<file path="config.mk">
export PLATFORM = sky130hd
export DESIGN_NAME = madt_entry_parser_core_flat
export DESIGN_NICKNAME = d
export VERILOG_FILES = /design/src/rtl/madt_pkg.sv /design/src/rtl/madt_if.sv /design/src/rtl/madt_front.sv /design/src/rtl/madt_queue.sv /design/src/rtl/madt_back.sv /design/src/rtl/madt_entry_parser_core.sv /design/src/flat_wrapper.sv
export SDC_FILE = /design/constraint.sdc
export NUM_CORES = 1
export LEC_CHECK = 0
export BUFFER_PORTS_ARGS = -buffer_cell sky130_fd_sc_hd__buf_2
export CAP_MARGIN = 10
export CORE_MARGIN = 4
export CORE_UTILIZATION = 30
export DETAILED_ROUTE_END_ITERATION = 6
export PLACE_DENSITY_LB_ADDON = 0.05
export SLEW_MARGIN = 25
export SYNTH_ARGS = -nofsm -noshare
export SYNTH_HDL_FRONTEND = slang
export SYNTH_SLANG_ARGS = --single-unit
</file>
<file path="constraint.sdc">
create_clock -name clk -period 15.95 [get_ports clk]
set_input_delay 0.7975 -clock clk [delete_from_list [all_inputs] [get_ports clk]]
set_output_delay 0.7975 -clock clk [all_outputs]
set_load 0.005 [all_outputs]
</file>
<file path="src/rtl/madt_pkg.sv">
// Shared types, constants and helpers for the MADT entry parser.
package madt_pkg;

    localparam int unsigned CPU_LIMIT_DEFAULT = 16;
    localparam int unsigned CNT_W             = 5;
    localparam int unsigned IDX_W             = 4;
    localparam int unsigned ADDR_W            = 32;
    localparam int unsigned OFS_W             = 32;
    localparam int unsigned QUEUE_DEPTH       = 4;
    localparam int unsigned QUEUE_PTR_W       = $clog2(QUEUE_DEPTH);
    localparam int unsigned QUEUE_CNT_W       = $clog2(QUEUE_DEPTH + 1);

    localparam logic [OFS_W-1:0] ENTRY_BASE   = 32'd44;

    localparam logic       KIND_CPU           = 1'b0;
    localparam logic       KIND_SUMMARY       = 1'b1;

    localparam logic [1:0] ST_OK              = 2'd0;
    localparam logic [1:0] ST_BAD_SIG         = 2'd1;
    localparam logic [1:0] ST_BAD_SUM         = 2'd2;
    localparam logic [1:0] ST_LEN_MISMATCH    = 2'd3;

    localparam logic [7:0] ENTRY_LAPIC        = 8'd0;
    localparam logic [7:0] ENTRY_IOAPIC       = 8'd1;
    localparam logic [7:0] MIN_ENTRY_LEN      = 8'd2;

    // Command handed from the front end to the output stage
    typedef struct packed {
        logic              has_cpu;
        logic [7:0]        apic_id;
        logic [IDX_W-1:0]  cpu_index;
        logic [CNT_W-1:0]  cpu_count;
        logic              has_sum;
        logic [CNT_W-1:0]  sum_count;
        logic [ADDR_W-1:0] ioapic_address;
        logic [1:0]        status;
    } madt_cmd_t;

    typedef struct packed {
        logic              kind;
        logic [7:0]        apic_id;
        logic [IDX_W-1:0]  cpu_index;
        logic [CNT_W-1:0]  cpu_count;
        logic [ADDR_W-1:0] ioapic_address;
        logic [1:0]        status;
        logic              run_end;
    } madt_res_t;

    typedef struct packed {
        logic full;
        logic empty;
    } madt_qstat_t;

    // "APIC" signature, bytes 0..3
    function automatic logic [7:0] sig_byte(input logic [1:0] idx);
        logic [7:0] r;
        case (idx)
            2'd0:    r = 8'h41;
            2'd1:    r = 8'h50;
            2'd2:    r = 8'h49;
            2'd3:    r = 8'h43;
            default: r = 8'h00;
        endcase
        return r;
    endfunction

endpackage

</file>
<file path="src/rtl/madt_if.sv">
// Handshake interfaces for the byte input and result output channels.
interface madt_byte_if;
    logic       valid;
    logic       ready;
    logic [7:0] data_byte;
    logic       last;

    modport source (output valid, output data_byte, output last, input ready);
    modport sink   (input valid, input data_byte, input last, output ready);
endinterface

interface madt_result_if;
    logic        valid;
    logic        ready;
    logic        kind;
    logic [7:0]  apic_id;
    logic [3:0]  cpu_index;
    logic [4:0]  cpu_count;
    logic [31:0] ioapic_address;
    logic [1:0]  status;
    logic        run_end;

    modport source (output valid, output kind, output apic_id, output cpu_index,
                    output cpu_count, output ioapic_address, output status,
                    output run_end, input ready);
    modport sink   (input valid, input kind, input apic_id, input cpu_index,
                    input cpu_count, input ioapic_address, input status,
                    input run_end, output ready);
endinterface

</file>
<file path="src/rtl/madt_front.sv">
// Front end: takes one table byte per cycle while the queue has room, tracks header and entry state.
module madt_front
    import madt_pkg::*;
#(
    parameter int unsigned CPU_LIMIT = CPU_LIMIT_DEFAULT
)
(
    input  logic        clk,
    input  logic        rst_n,
    madt_byte_if.sink   bytes,
    input  madt_qstat_t qstat,
    output logic        push,
    output madt_cmd_t   cmd
);

    localparam int unsigned CPU_CAP   = (CPU_LIMIT < 31) ? CPU_LIMIT : 31;
    localparam logic [CNT_W-1:0] CPU_CAP_W = CNT_W'(CPU_CAP);

    logic [OFS_W-1:0]  offset_reg,  offset_next;
    logic [7:0]        sum_reg,     sum_next;
    logic              sig_ok_reg,  sig_ok_next;
    logic [OFS_W-1:0]  tlen_reg,    tlen_next;
    logic [OFS_W-1:0]  estart_reg,  estart_next;
    logic [7:0]        etype_reg,   etype_next;
    logic [7:0]        elen_reg,    elen_next;
    logic              stop_reg,    stop_next;
    logic [7:0]        apic_reg,    apic_next;
    logic [ADDR_W-1:0] caddr_reg,   caddr_next;
    logic [CNT_W-1:0]  cpus_reg,    cpus_next;
    logic [ADDR_W-1:0] ioapic_reg,  ioapic_next;

    logic              accept;
    logic [7:0]        b;
    logic [OFS_W-1:0]  o;
    logic [OFS_W-1:0]  rel;
    logic              in_entry;
    logic              end_hit;
    logic              cpu_hit;
    logic [OFS_W:0]    next_start;
    logic [OFS_W:0]    count;
    logic [1:0]        status;

    assign bytes.ready = !qstat.full;
    assign accept      = bytes.valid && bytes.ready;
    assign b           = bytes.data_byte;
    assign o           = offset_reg;
    assign rel         = o - estart_reg;

    always_comb
    begin
        offset_next = offset_reg;
        sum_next    = sum_reg + b;
        sig_ok_next = sig_ok_reg;
        tlen_next   = tlen_reg;
        estart_next = estart_reg;
        etype_next  = etype_reg;
        elen_next   = elen_reg;
        stop_next   = stop_reg;
        apic_next   = apic_reg;
        caddr_next  = caddr_reg;
        cpus_next   = cpus_reg;
        ioapic_next = ioapic_reg;
        end_hit     = 1'b0;
        cpu_hit     = 1'b0;
        next_start  = {1'b0, estart_reg} + {{(OFS_W - 7){1'b0}}, elen_next};

        // header: signature then little-endian length
        if (o < 32'd4)
        begin
            if (b != sig_byte(o[1:0]))
                sig_ok_next = 1'b0;
        end
        else if (o < 32'd8)
        begin
            tlen_next[8*o[1:0] +: 8] = tlen_reg[8*o[1:0] +: 8] | b;
        end

        in_entry = (o >= ENTRY_BASE) && sig_ok_reg && !stop_reg &&
                   (o >= estart_reg) && (o < tlen_reg);

        if (in_entry)
        begin
            if (rel == 32'd0)
            begin
                etype_next = b;
                elen_next  = 8'd0;
                apic_next  = 8'd0;
                caddr_next = '0;
            end
            else if (rel == 32'd1)
            begin
                elen_next = b;
                if (b < MIN_ENTRY_LEN)
                    stop_next = 1'b1;
            end
            else if (rel == 32'd3)
            begin
                apic_next = b;
            end
            else if (rel >= 32'd4 && rel <= 32'd7)
            begin
                caddr_next[8*rel[1:0] +: 8] = caddr_reg[8*rel[1:0] +: 8] | b;
            end

            next_start = {1'b0, estart_reg} + {{(OFS_W - 7){1'b0}}, elen_next};
            // elen_next is at least 2 here whenever parsing is still live
            end_hit = !stop_next && (rel != 32'd0) && (rel[OFS_W-1:8] == '0) &&
                      (rel[7:0] == elen_next - 8'd1);

            if (end_hit)
            begin
                if (etype_next == ENTRY_LAPIC)
                begin
                    if (caddr_next[0] && (cpus_reg < CPU_CAP_W))
                    begin
                        cpu_hit   = 1'b1;
                        cpus_next = cpus_reg + 1'b1;
                    end
                end
                else if (etype_next == ENTRY_IOAPIC)
                begin
                    if (ioapic_reg == '0)
                        ioapic_next = caddr_next;
                end
                if (next_start[OFS_W])
                    stop_next = 1'b1;
                else
                    estart_next = next_start[OFS_W-1:0];
            end
        end

        if (o != '1)
            offset_next = o + 1'b1;

        // summary status, in priority order
        count = {1'b0, o} + 1'b1;
        if (!sig_ok_next || (o < 32'd3))
            status = ST_BAD_SIG;
        else if (count != {1'b0, tlen_next})
            status = ST_LEN_MISMATCH;
        else if (sum_next != 8'd0)
            status = ST_BAD_SUM;
        else
            status = ST_OK;

        cmd.has_cpu        = cpu_hit;
        cmd.apic_id        = apic_next;
        cmd.cpu_index      = cpus_reg[IDX_W-1:0];
        cmd.cpu_count      = cpus_next;
        cmd.has_sum        = bytes.last;
        cmd.sum_count      = cpus_next;
        cmd.ioapic_address = ioapic_next;
        cmd.status         = status;

        if (bytes.last)
        begin
            offset_next = '0;
            sum_next    = 8'd0;
            sig_ok_next = 1'b1;
            tlen_next   = '0;
            estart_next = ENTRY_BASE;
            etype_next  = 8'd0;
            elen_next   = 8'd0;
            stop_next   = 1'b0;
            apic_next   = 8'd0;
            caddr_next  = '0;
            cpus_next   = '0;
            ioapic_next = '0;
        end
    end

    assign push = accept && (cpu_hit || bytes.last);

    always_ff @(posedge clk or negedge rst_n)
    begin
        if (!rst_n)
        begin
            offset_reg <= '0;
            sum_reg    <= 8'd0;
            sig_ok_reg <= 1'b1;
            tlen_reg   <= '0;
            estart_reg <= ENTRY_BASE;
            etype_reg  <= 8'd0;
            elen_reg   <= 8'd0;
            stop_reg   <= 1'b0;
            apic_reg   <= 8'd0;
            caddr_reg  <= '0;
            cpus_reg   <= '0;
            ioapic_reg <= '0;
        end
        else if (accept)
        begin
            offset_reg <= offset_next;
            sum_reg    <= sum_next;
            sig_ok_reg <= sig_ok_next;
            tlen_reg   <= tlen_next;
            estart_reg <= estart_next;
            etype_reg  <= etype_next;
            elen_reg   <= elen_next;
            stop_reg   <= stop_next;
            apic_reg   <= apic_next;
            caddr_reg  <= caddr_next;
            cpus_reg   <= cpus_next;
            ioapic_reg <= ioapic_next;
        end
    end

endmodule

</file>
<file path="src/rtl/madt_queue.sv">
// Short command queue between the front end and the output stage.
module madt_queue
    import madt_pkg::*;
(
    input  logic        clk,
    input  logic        rst_n,
    input  logic        push,
    input  madt_cmd_t   push_cmd,
    input  logic        pop,
    output madt_cmd_t   head,
    output madt_qstat_t qstat
);

    madt_cmd_t              mem_reg [QUEUE_DEPTH];
    logic [QUEUE_PTR_W-1:0] wr_ptr_reg, wr_ptr_next;
    logic [QUEUE_PTR_W-1:0] rd_ptr_reg, rd_ptr_next;
    logic [QUEUE_CNT_W-1:0] cnt_reg,    cnt_next;
    logic                   do_push;
    logic                   do_pop;

    assign qstat.full  = (cnt_reg == QUEUE_CNT_W'(QUEUE_DEPTH));
    assign qstat.empty = (cnt_reg == '0);
    assign do_push     = push && !qstat.full;
    assign do_pop      = pop && !qstat.empty;
    assign head        = mem_reg[rd_ptr_reg];

    always_comb
    begin
        wr_ptr_next = wr_ptr_reg;
        rd_ptr_next = rd_ptr_reg;
        cnt_next    = cnt_reg;
        if (do_push)
            wr_ptr_next = (wr_ptr_reg == QUEUE_PTR_W'(QUEUE_DEPTH - 1)) ? '0
                                                                     : wr_ptr_reg + 1'b1;
        if (do_pop)
            rd_ptr_next = (rd_ptr_reg == QUEUE_PTR_W'(QUEUE_DEPTH - 1)) ? '0
                                                                     : rd_ptr_reg + 1'b1;
        if (do_push && !do_pop)
            cnt_next = cnt_reg + 1'b1;
        else if (do_pop && !do_push)
            cnt_next = cnt_reg - 1'b1;
    end

    always_ff @(posedge clk)
    begin
        if (do_push)
            mem_reg[wr_ptr_reg] <= push_cmd;
    end

    always_ff @(posedge clk or negedge rst_n)
    begin
        if (!rst_n)
        begin
            wr_ptr_reg <= '0;
            rd_ptr_reg <= '0;
            cnt_reg    <= '0;
        end
        else
        begin
            wr_ptr_reg <= wr_ptr_next;
            rd_ptr_reg <= rd_ptr_next;
            cnt_reg    <= cnt_next;
        end
    end

endmodule

</file>
<file path="src/rtl/madt_back.sv">
// Output stage: expands queued commands into one or two result transactions.
module madt_back
    import madt_pkg::*;
(
    input  logic          clk,
    input  logic          rst_n,
    input  madt_qstat_t   qstat,
    input  madt_cmd_t     head,
    output logic          pop,
    madt_result_if.source results
);

    logic      valid_reg, valid_next;
    logic      pend_reg,  pend_next;
    madt_cmd_t hold_reg,  hold_next;
    madt_res_t res_reg,   res_next;
    logic      out_free;

    function automatic madt_res_t make_sum(input madt_cmd_t c);
        madt_res_t r;
        r.kind           = KIND_SUMMARY;
        r.apic_id        = 8'd0;
        r.cpu_index      = '0;
        r.cpu_count      = c.sum_count;
        r.ioapic_address = c.ioapic_address;
        r.status         = c.status;
        r.run_end        = 1'b1;
        return r;
    endfunction

    function automatic madt_res_t make_cpu(input madt_cmd_t c);
        madt_res_t r;
        r.kind           = KIND_CPU;
        r.apic_id        = c.apic_id;
        r.cpu_index      = c.cpu_index;
        r.cpu_count      = c.cpu_count;
        r.ioapic_address = '0;
        r.status         = ST_OK;
        r.run_end        = !c.has_sum;
        return r;
    endfunction

    assign out_free = !valid_reg || results.ready;

    always_comb
    begin
        valid_next = valid_reg;
        pend_next  = pend_reg;
        hold_next  = hold_reg;
        res_next   = res_reg;
        pop        = 1'b0;
        if (out_free)
        begin
            if (pend_reg)
            begin
                // summary that shares a byte with a cpu result
                res_next   = make_sum(hold_reg);
                valid_next = 1'b1;
                pend_next  = 1'b0;
            end
            else if (!qstat.empty)
            begin
                pop        = 1'b1;
                valid_next = 1'b1;
                if (head.has_cpu)
                begin
                    res_next  = make_cpu(head);
                    pend_next = head.has_sum;
                    hold_next = head;
                end
                else
                begin
                    res_next = make_sum(head);
                end
            end
            else
            begin
                valid_next = 1'b0;
            end
        end
    end

    always_ff @(posedge clk)
    begin
        hold_reg <= hold_next;
        res_reg  <= res_next;
    end

    always_ff @(posedge clk or negedge rst_n)
    begin
        if (!rst_n)
        begin
            valid_reg <= 1'b0;
            pend_reg  <= 1'b0;
        end
        else
        begin
            valid_reg <= valid_next;
            pend_reg  <= pend_next;
        end
    end

    assign results.valid          = valid_reg;
    assign results.kind           = res_reg.kind;
    assign results.apic_id        = res_reg.apic_id;
    assign results.cpu_index      = res_reg.cpu_index;
    assign results.cpu_count      = res_reg.cpu_count;
    assign results.ioapic_address = res_reg.ioapic_address;
    assign results.status         = res_reg.status;
    assign results.run_end        = res_reg.run_end;

endmodule

</file>
<file path="src/rtl/madt_entry_parser_core.sv">
// Top level of the byte-serial MADT entry parser.
//
//   channel   dir  payload                                    handshake
//   bytes     in   data_byte[7:0], last                       valid/ready
//   results   out  kind, apic_id, cpu_index, cpu_count,       valid/ready
//                  ioapic_address, status, run_end
//
// One byte per cycle while the queue has room; the front end updates all table
// state in the accept cycle. A byte that ends the table, or an enabled local APIC
// entry below the CPU limit, queues one command; a byte doing both yields a cpu
// result, then a summary. Results come from an output register after the queue.
// A four-entry command queue lets input continue while results are stalled.
// Reset clears all table state and returns the parser to offset zero.
module madt_entry_parser_core
    import madt_pkg::*;
#(
    parameter int unsigned CPU_LIMIT = CPU_LIMIT_DEFAULT
)
(
    input  logic          clk,
    input  logic          rst_n,
    madt_byte_if.sink     bytes,
    madt_result_if.source results
);

    logic        push;
    logic        pop;
    madt_cmd_t   push_cmd;
    madt_cmd_t   head;
    madt_qstat_t qstat;

    madt_front #(
        .CPU_LIMIT (CPU_LIMIT)
    ) u_front (
        .clk   (clk),
        .rst_n (rst_n),
        .bytes (bytes),
        .qstat (qstat),
        .push  (push),
        .cmd   (push_cmd)
    );

    madt_queue u_queue (
        .clk      (clk),
        .rst_n    (rst_n),
        .push     (push),
        .push_cmd (push_cmd),
        .pop      (pop),
        .head     (head),
        .qstat    (qstat)
    );

    madt_back u_back (
        .clk     (clk),
        .rst_n   (rst_n),
        .qstat   (qstat),
        .head    (head),
        .pop     (pop),
        .results (results)
    );

endmodule

</file>
<file path="src/flat_wrapper.sv">
// flat-port wrapper written by rule: the top's interface ports become plain ports
module madt_entry_parser_core_flat import madt_pkg::*;
#(
    parameter int unsigned CPU_LIMIT = CPU_LIMIT_DEFAULT
)
  (clk, rst_n, bytes_valid, bytes_data_byte, bytes_last, bytes_ready, results_valid, results_kind, results_apic_id, results_cpu_index, results_cpu_count, results_ioapic_address, results_status, results_run_end, results_ready);
  madt_byte_if bytes_i ();
  madt_result_if results_i ();
  input  logic clk;
  input  logic rst_n;
  input wire logic [$bits(bytes_i.valid)-1:0] bytes_valid;
  input wire logic [$bits(bytes_i.data_byte)-1:0] bytes_data_byte;
  input wire logic [$bits(bytes_i.last)-1:0] bytes_last;
  output wire logic [$bits(bytes_i.ready)-1:0] bytes_ready;
  output wire logic [$bits(results_i.valid)-1:0] results_valid;
  output wire logic [$bits(results_i.kind)-1:0] results_kind;
  output wire logic [$bits(results_i.apic_id)-1:0] results_apic_id;
  output wire logic [$bits(results_i.cpu_index)-1:0] results_cpu_index;
  output wire logic [$bits(results_i.cpu_count)-1:0] results_cpu_count;
  output wire logic [$bits(results_i.ioapic_address)-1:0] results_ioapic_address;
  output wire logic [$bits(results_i.status)-1:0] results_status;
  output wire logic [$bits(results_i.run_end)-1:0] results_run_end;
  input wire logic [$bits(results_i.ready)-1:0] results_ready;
  assign bytes_i.valid = bytes_valid;
  assign bytes_i.data_byte = bytes_data_byte;
  assign bytes_i.last = bytes_last;
  assign bytes_ready = bytes_i.ready;
  assign results_valid = results_i.valid;
  assign results_kind = results_i.kind;
  assign results_apic_id = results_i.apic_id;
  assign results_cpu_index = results_i.cpu_index;
  assign results_cpu_count = results_i.cpu_count;
  assign results_ioapic_address = results_i.ioapic_address;
  assign results_status = results_i.status;
  assign results_run_end = results_i.run_end;
  assign results_i.ready = results_ready;
  madt_entry_parser_core #(.CPU_LIMIT(CPU_LIMIT)) u_core (.clk(clk), .rst_n(rst_n), .bytes(bytes_i), .results(results_i));
endmodule
</file>
==> summary.md <==
| Metric | Value |
|---|---|
| Outcome | `complete, no violations` |
| Pwr Density | `135 nW/um2` |
| Sum Neg Setup Slack | `0 ns` |
| Setup Buffers After CTS | `0` |
| Crit path max-delay cell type | `dfrtp_1` |
| Dpl hpwl | `between 60 and 70 mm` |
| Cell Area, Synth | `27200 um2` |
| Cell taking the most area after synthesis | `edfxtp_1` |
| Net Count, Synth | `2601` |
| Final core utilization | `0.343` |
| RSZ-0062 raised after global routing | `false` |
| Cell with the most instances on the worst path | `a21oi_1` |
| R2R Setup Slk | `6.15 ns` |
| Area Overhead vs Synth | `13.3%` |
| Initial antenna violation count | `1` |
| Clock latency on the worst-skew pair | `0.65 ns` |
| # diodes | `0` |
| Max reg flops | `roughly 210` |
| Avg Cell Area, Syn | `11.0 um2` |
| Crit Path Max Fanout | `21` |
| Clock skew | `approximately 0.032 ns` |
| Crit path max-delay family | `simple AND/OR/NAND/NOR gates` |
| Starting Density | `0.302` |
| Synth area leaders | `edfxtp_1, dfrtp_1, mux4_2` |
| CTS Hold Bufs | `0` |
| Most common library cell in the layout ignoring fill and taps | `edfxtp_1` |
| Longest Clk Path Bufs | `3` |
| DIE AREA | `95600 um2` |
| Seq/Total Area, Yosys | `0.527` |
| Area of the multi-input gates | `12000 um2` |
| Share of layout cells above drive strength 1 | `0.126` |
| Worst Path Buf+Inv | `1` |
| Max Cap Viol | `0` |
| Primary FF master, synth | `edfxtp_1` |
| Reg-to-reg endpoint | `u_core.u_front.estart_reg[13]` |
| Tot Pwr | `4.17 mW` |
| Final Max Tran Viols | `0` |
| Sw frac | `0.309` |
| Comb pwr share | `0.242` |
| CTS tree | `built` |
| Post-synth top area share | `0.335` |
| Leakage dissipation | `12.2 nW` |
| Die Y-Extent | `309 um` |
| Die W | `309 um` |
| WL per Instance | `around 23 um` |
| DR iter-0 viols | `1309` |
| Worst Path Arrival | `10.37 ns` |
| Detailed Routing Iterations Pass 1 | `5` |
| Final #Nets | `about 2600` |
| WP depth | `31` |
| IO buf count | `67` |
| Final min period | `9.80 ns` |
| Total number of vias | `around 20000` |
| Slew Limit Headroom | `0.372` |
| Flop pwr share | `0.425` |
| Vias in the first global route | `~20000` |
| Register bit total from synthesis | `512` |
| Hold_ws | `0.120 ns` |
| Register Area | `14300 um2` |
| I/O pins | `a little under 70` |
| Gpl congestion | `~0.9` |
| Worst Path Required | `16.52 ns` |
| Synth cell types | `84` |
| Commonest non-fill, non-tap cells in the layout | `edfxtp_1, nand2_1, dfrtp_1, nor2_1, o21ai_0` |
| GRT Total Usage | `0.181` |
| Ys async rst share | `0.406` |
| Post-synth EDFFs | `304` |
| Setup Crit Path Kind | `flop to flop` |
| # fillers | `9104` |
| Std cell rows | `110` |
| Pin count of the biggest net entering global routing | `130` |
| Post-route ant nets | `0` |
| CTS Root Cell | `clkbuf_16` |
| Post-Synthesis Cells | `2483` |
| Fin. Hold Viols | `0` |
| GRT overflow | `0` |
| Peak supply drop | `between 0.00008 and 0.00009 V` |
| Clock power share | `0.333` |
| CTS Buf Count | `60` |
| Max incr delay on CP | `0.88 ns` |
| Final Cycle Share | `0.614` |
| Residual DRC | `0` |
| Core region area | `90000 um2` |
| P_int | `2.88 mW` |
| Vias per cell | `5.33` |
| R2R depth | `31` |
| H-Tree Depth | `2` |
| Clock sinks | `around 510` |
| Finish-stage setup viols | `0` |
| CP endpoint kind | `flop` |
| Startpoint Class | `flop` |
| NetSw | `~1.3 mW` |
| Synth warn | `0` |
| Worst slew pin tran | `0.939 ns` |
| Fmax | `a little over 0.1 GHz` |
| Total Wirelength | `87.5 mm` |
| CTS clock-pin slew for the worst setup and hold paths | `~0.060 ns` |
| Worst Hold Class | `input port to asynchronous set/reset pin` |
| CTS resizes | `0` |
| First-pass GRT wire length | `132 mm` |
| Reg-to-reg startpoint | `u_core.u_front.o[0]` |
==> power by group through the flow <==
stage | clock network (mW) | logic, mW | registers [mW]
after floorplan | 0 | 0.685 | 1.77
after global placement | 0 | 1.03 | 1.80
after CTS | 1.44 | 1.04 | 1.78
after global routing | 1.49 | 1.13 | 1.80
after detailed placement | 0 | 1.04 | 1.80
final | 1.39 | 1.01 | 1.77
==> metal layers <==
| layer | up-vias | share of wire | global-route usage |
|---|---|---|---|
| met5 | - | 0 | 0 |
| met4 | 0 | 0.026 | 0.0481 |
| met3 | 129 | 0.034 | 0.0231 |
| met2 | 405 | 0.48 | 0.310 |
| met1 | 10082 | 0.46 | 0.245 |
| li1 | 9319 | - | - |
==> final cells by class <==
type,instances,area share
Sequential cell,512,0.465
Multi-Input combinational cell,1732,0.389
Clock buffer,85,0.0567
Tap cell,1176,0.0477
Timing Repair Buffer,104,0.0206
Inverter,103,0.0125
Clock inverter,29,0.00840
==> Yosys cell counts, drive strengths merged (5+ instances only) <==
library cell  instances
a211oi                9
a21boi                6
a21o                 54
a21oi               135
a22o                 56
a31oi                49
and2                 17
and3                 39
and4                  7
buf                  47
clkbuf               89
dfrtp               204
edfxtp              304
ha                  101
inv                 102
mux2                 11
mux2i                27
mux4                 68
nand2               265
nand2b               14
nand3                50
nand4                33
nor2                196
nor2b                21
nor3                 71
nor4                 28
nor4b                 5
o211ai               16
o21a                 11
o21ai               197
o21bai               10
o22ai                14
o31ai                22
or2                   7
or3                  18
or4                  13
xnor2                77
xor2                 23
==> metrics by stage <==
stage | setup WS [ns] | instances | area, um2
6_report | 6.15 | 3741 | 30800
2_1_floorplan | 8.33 | 2483 | 27200
3_5_place_dp | 6.02 | 3627 | 28800
5_1_grt | 5.38 | 3741 | 30800
4_1_cts | 5.98 | 3741 | 30800
3_3_place_gp | 6.37 | 3627 | 28800
==> cells by family (layout without fill, tap and decap cells) <==
group                    Yosys count  count (layout)  share of synthesized area
AND/OR/NAND/NOR                  795             795                      0.138
AO/OA/AOI/OAI                    626             626                      0.147
multiplexers                     106             106                     0.0710
XOR/XNOR                         100             100                     0.0322
adder cells (fa/ha/maj)          105             105                     0.0494
flip-flops                       512             512                      0.527
buffers and inverters            239             321                     0.0348
==> worst max path at each step <==
| stage | slack, ns | end | from |
|---|---|---|---|
| global placement | 6.37 | u_core.u_front.estart_reg[13] | u_core.u_front.o[0] |
| finish | 6.15 | u_core.u_front.estart_reg[13] | u_core.u_front.o[0] |
| floorplan | 8.33 | u_core.u_queue.mem_reg[0][0] | u_core.u_front.o[1] |
| CTS | 5.98 | u_core.u_front.estart_reg[13] | u_core.u_front.o[0] |
| detailed placement | 6.02 | u_core.u_front.estart_reg[13] | u_core.u_front.o[0] |
| global route | 5.38 | u_core.u_front.estart_reg[13] | u_core.u_front.o[0] |
==> worst register-to-register path: cells and delay by family (launching register included) <==
family                     cells  cell delay, ns
muxes                          1            0.22
DFF                            1            0.88
and+or+nand+nor               12            4.00
adders and majority gates      4            1.43
buffers and inverters          1            0.39
AOI/OAI and AO/OA             13            2.80
Note: power is estimated with default switching activity, not from simulation.
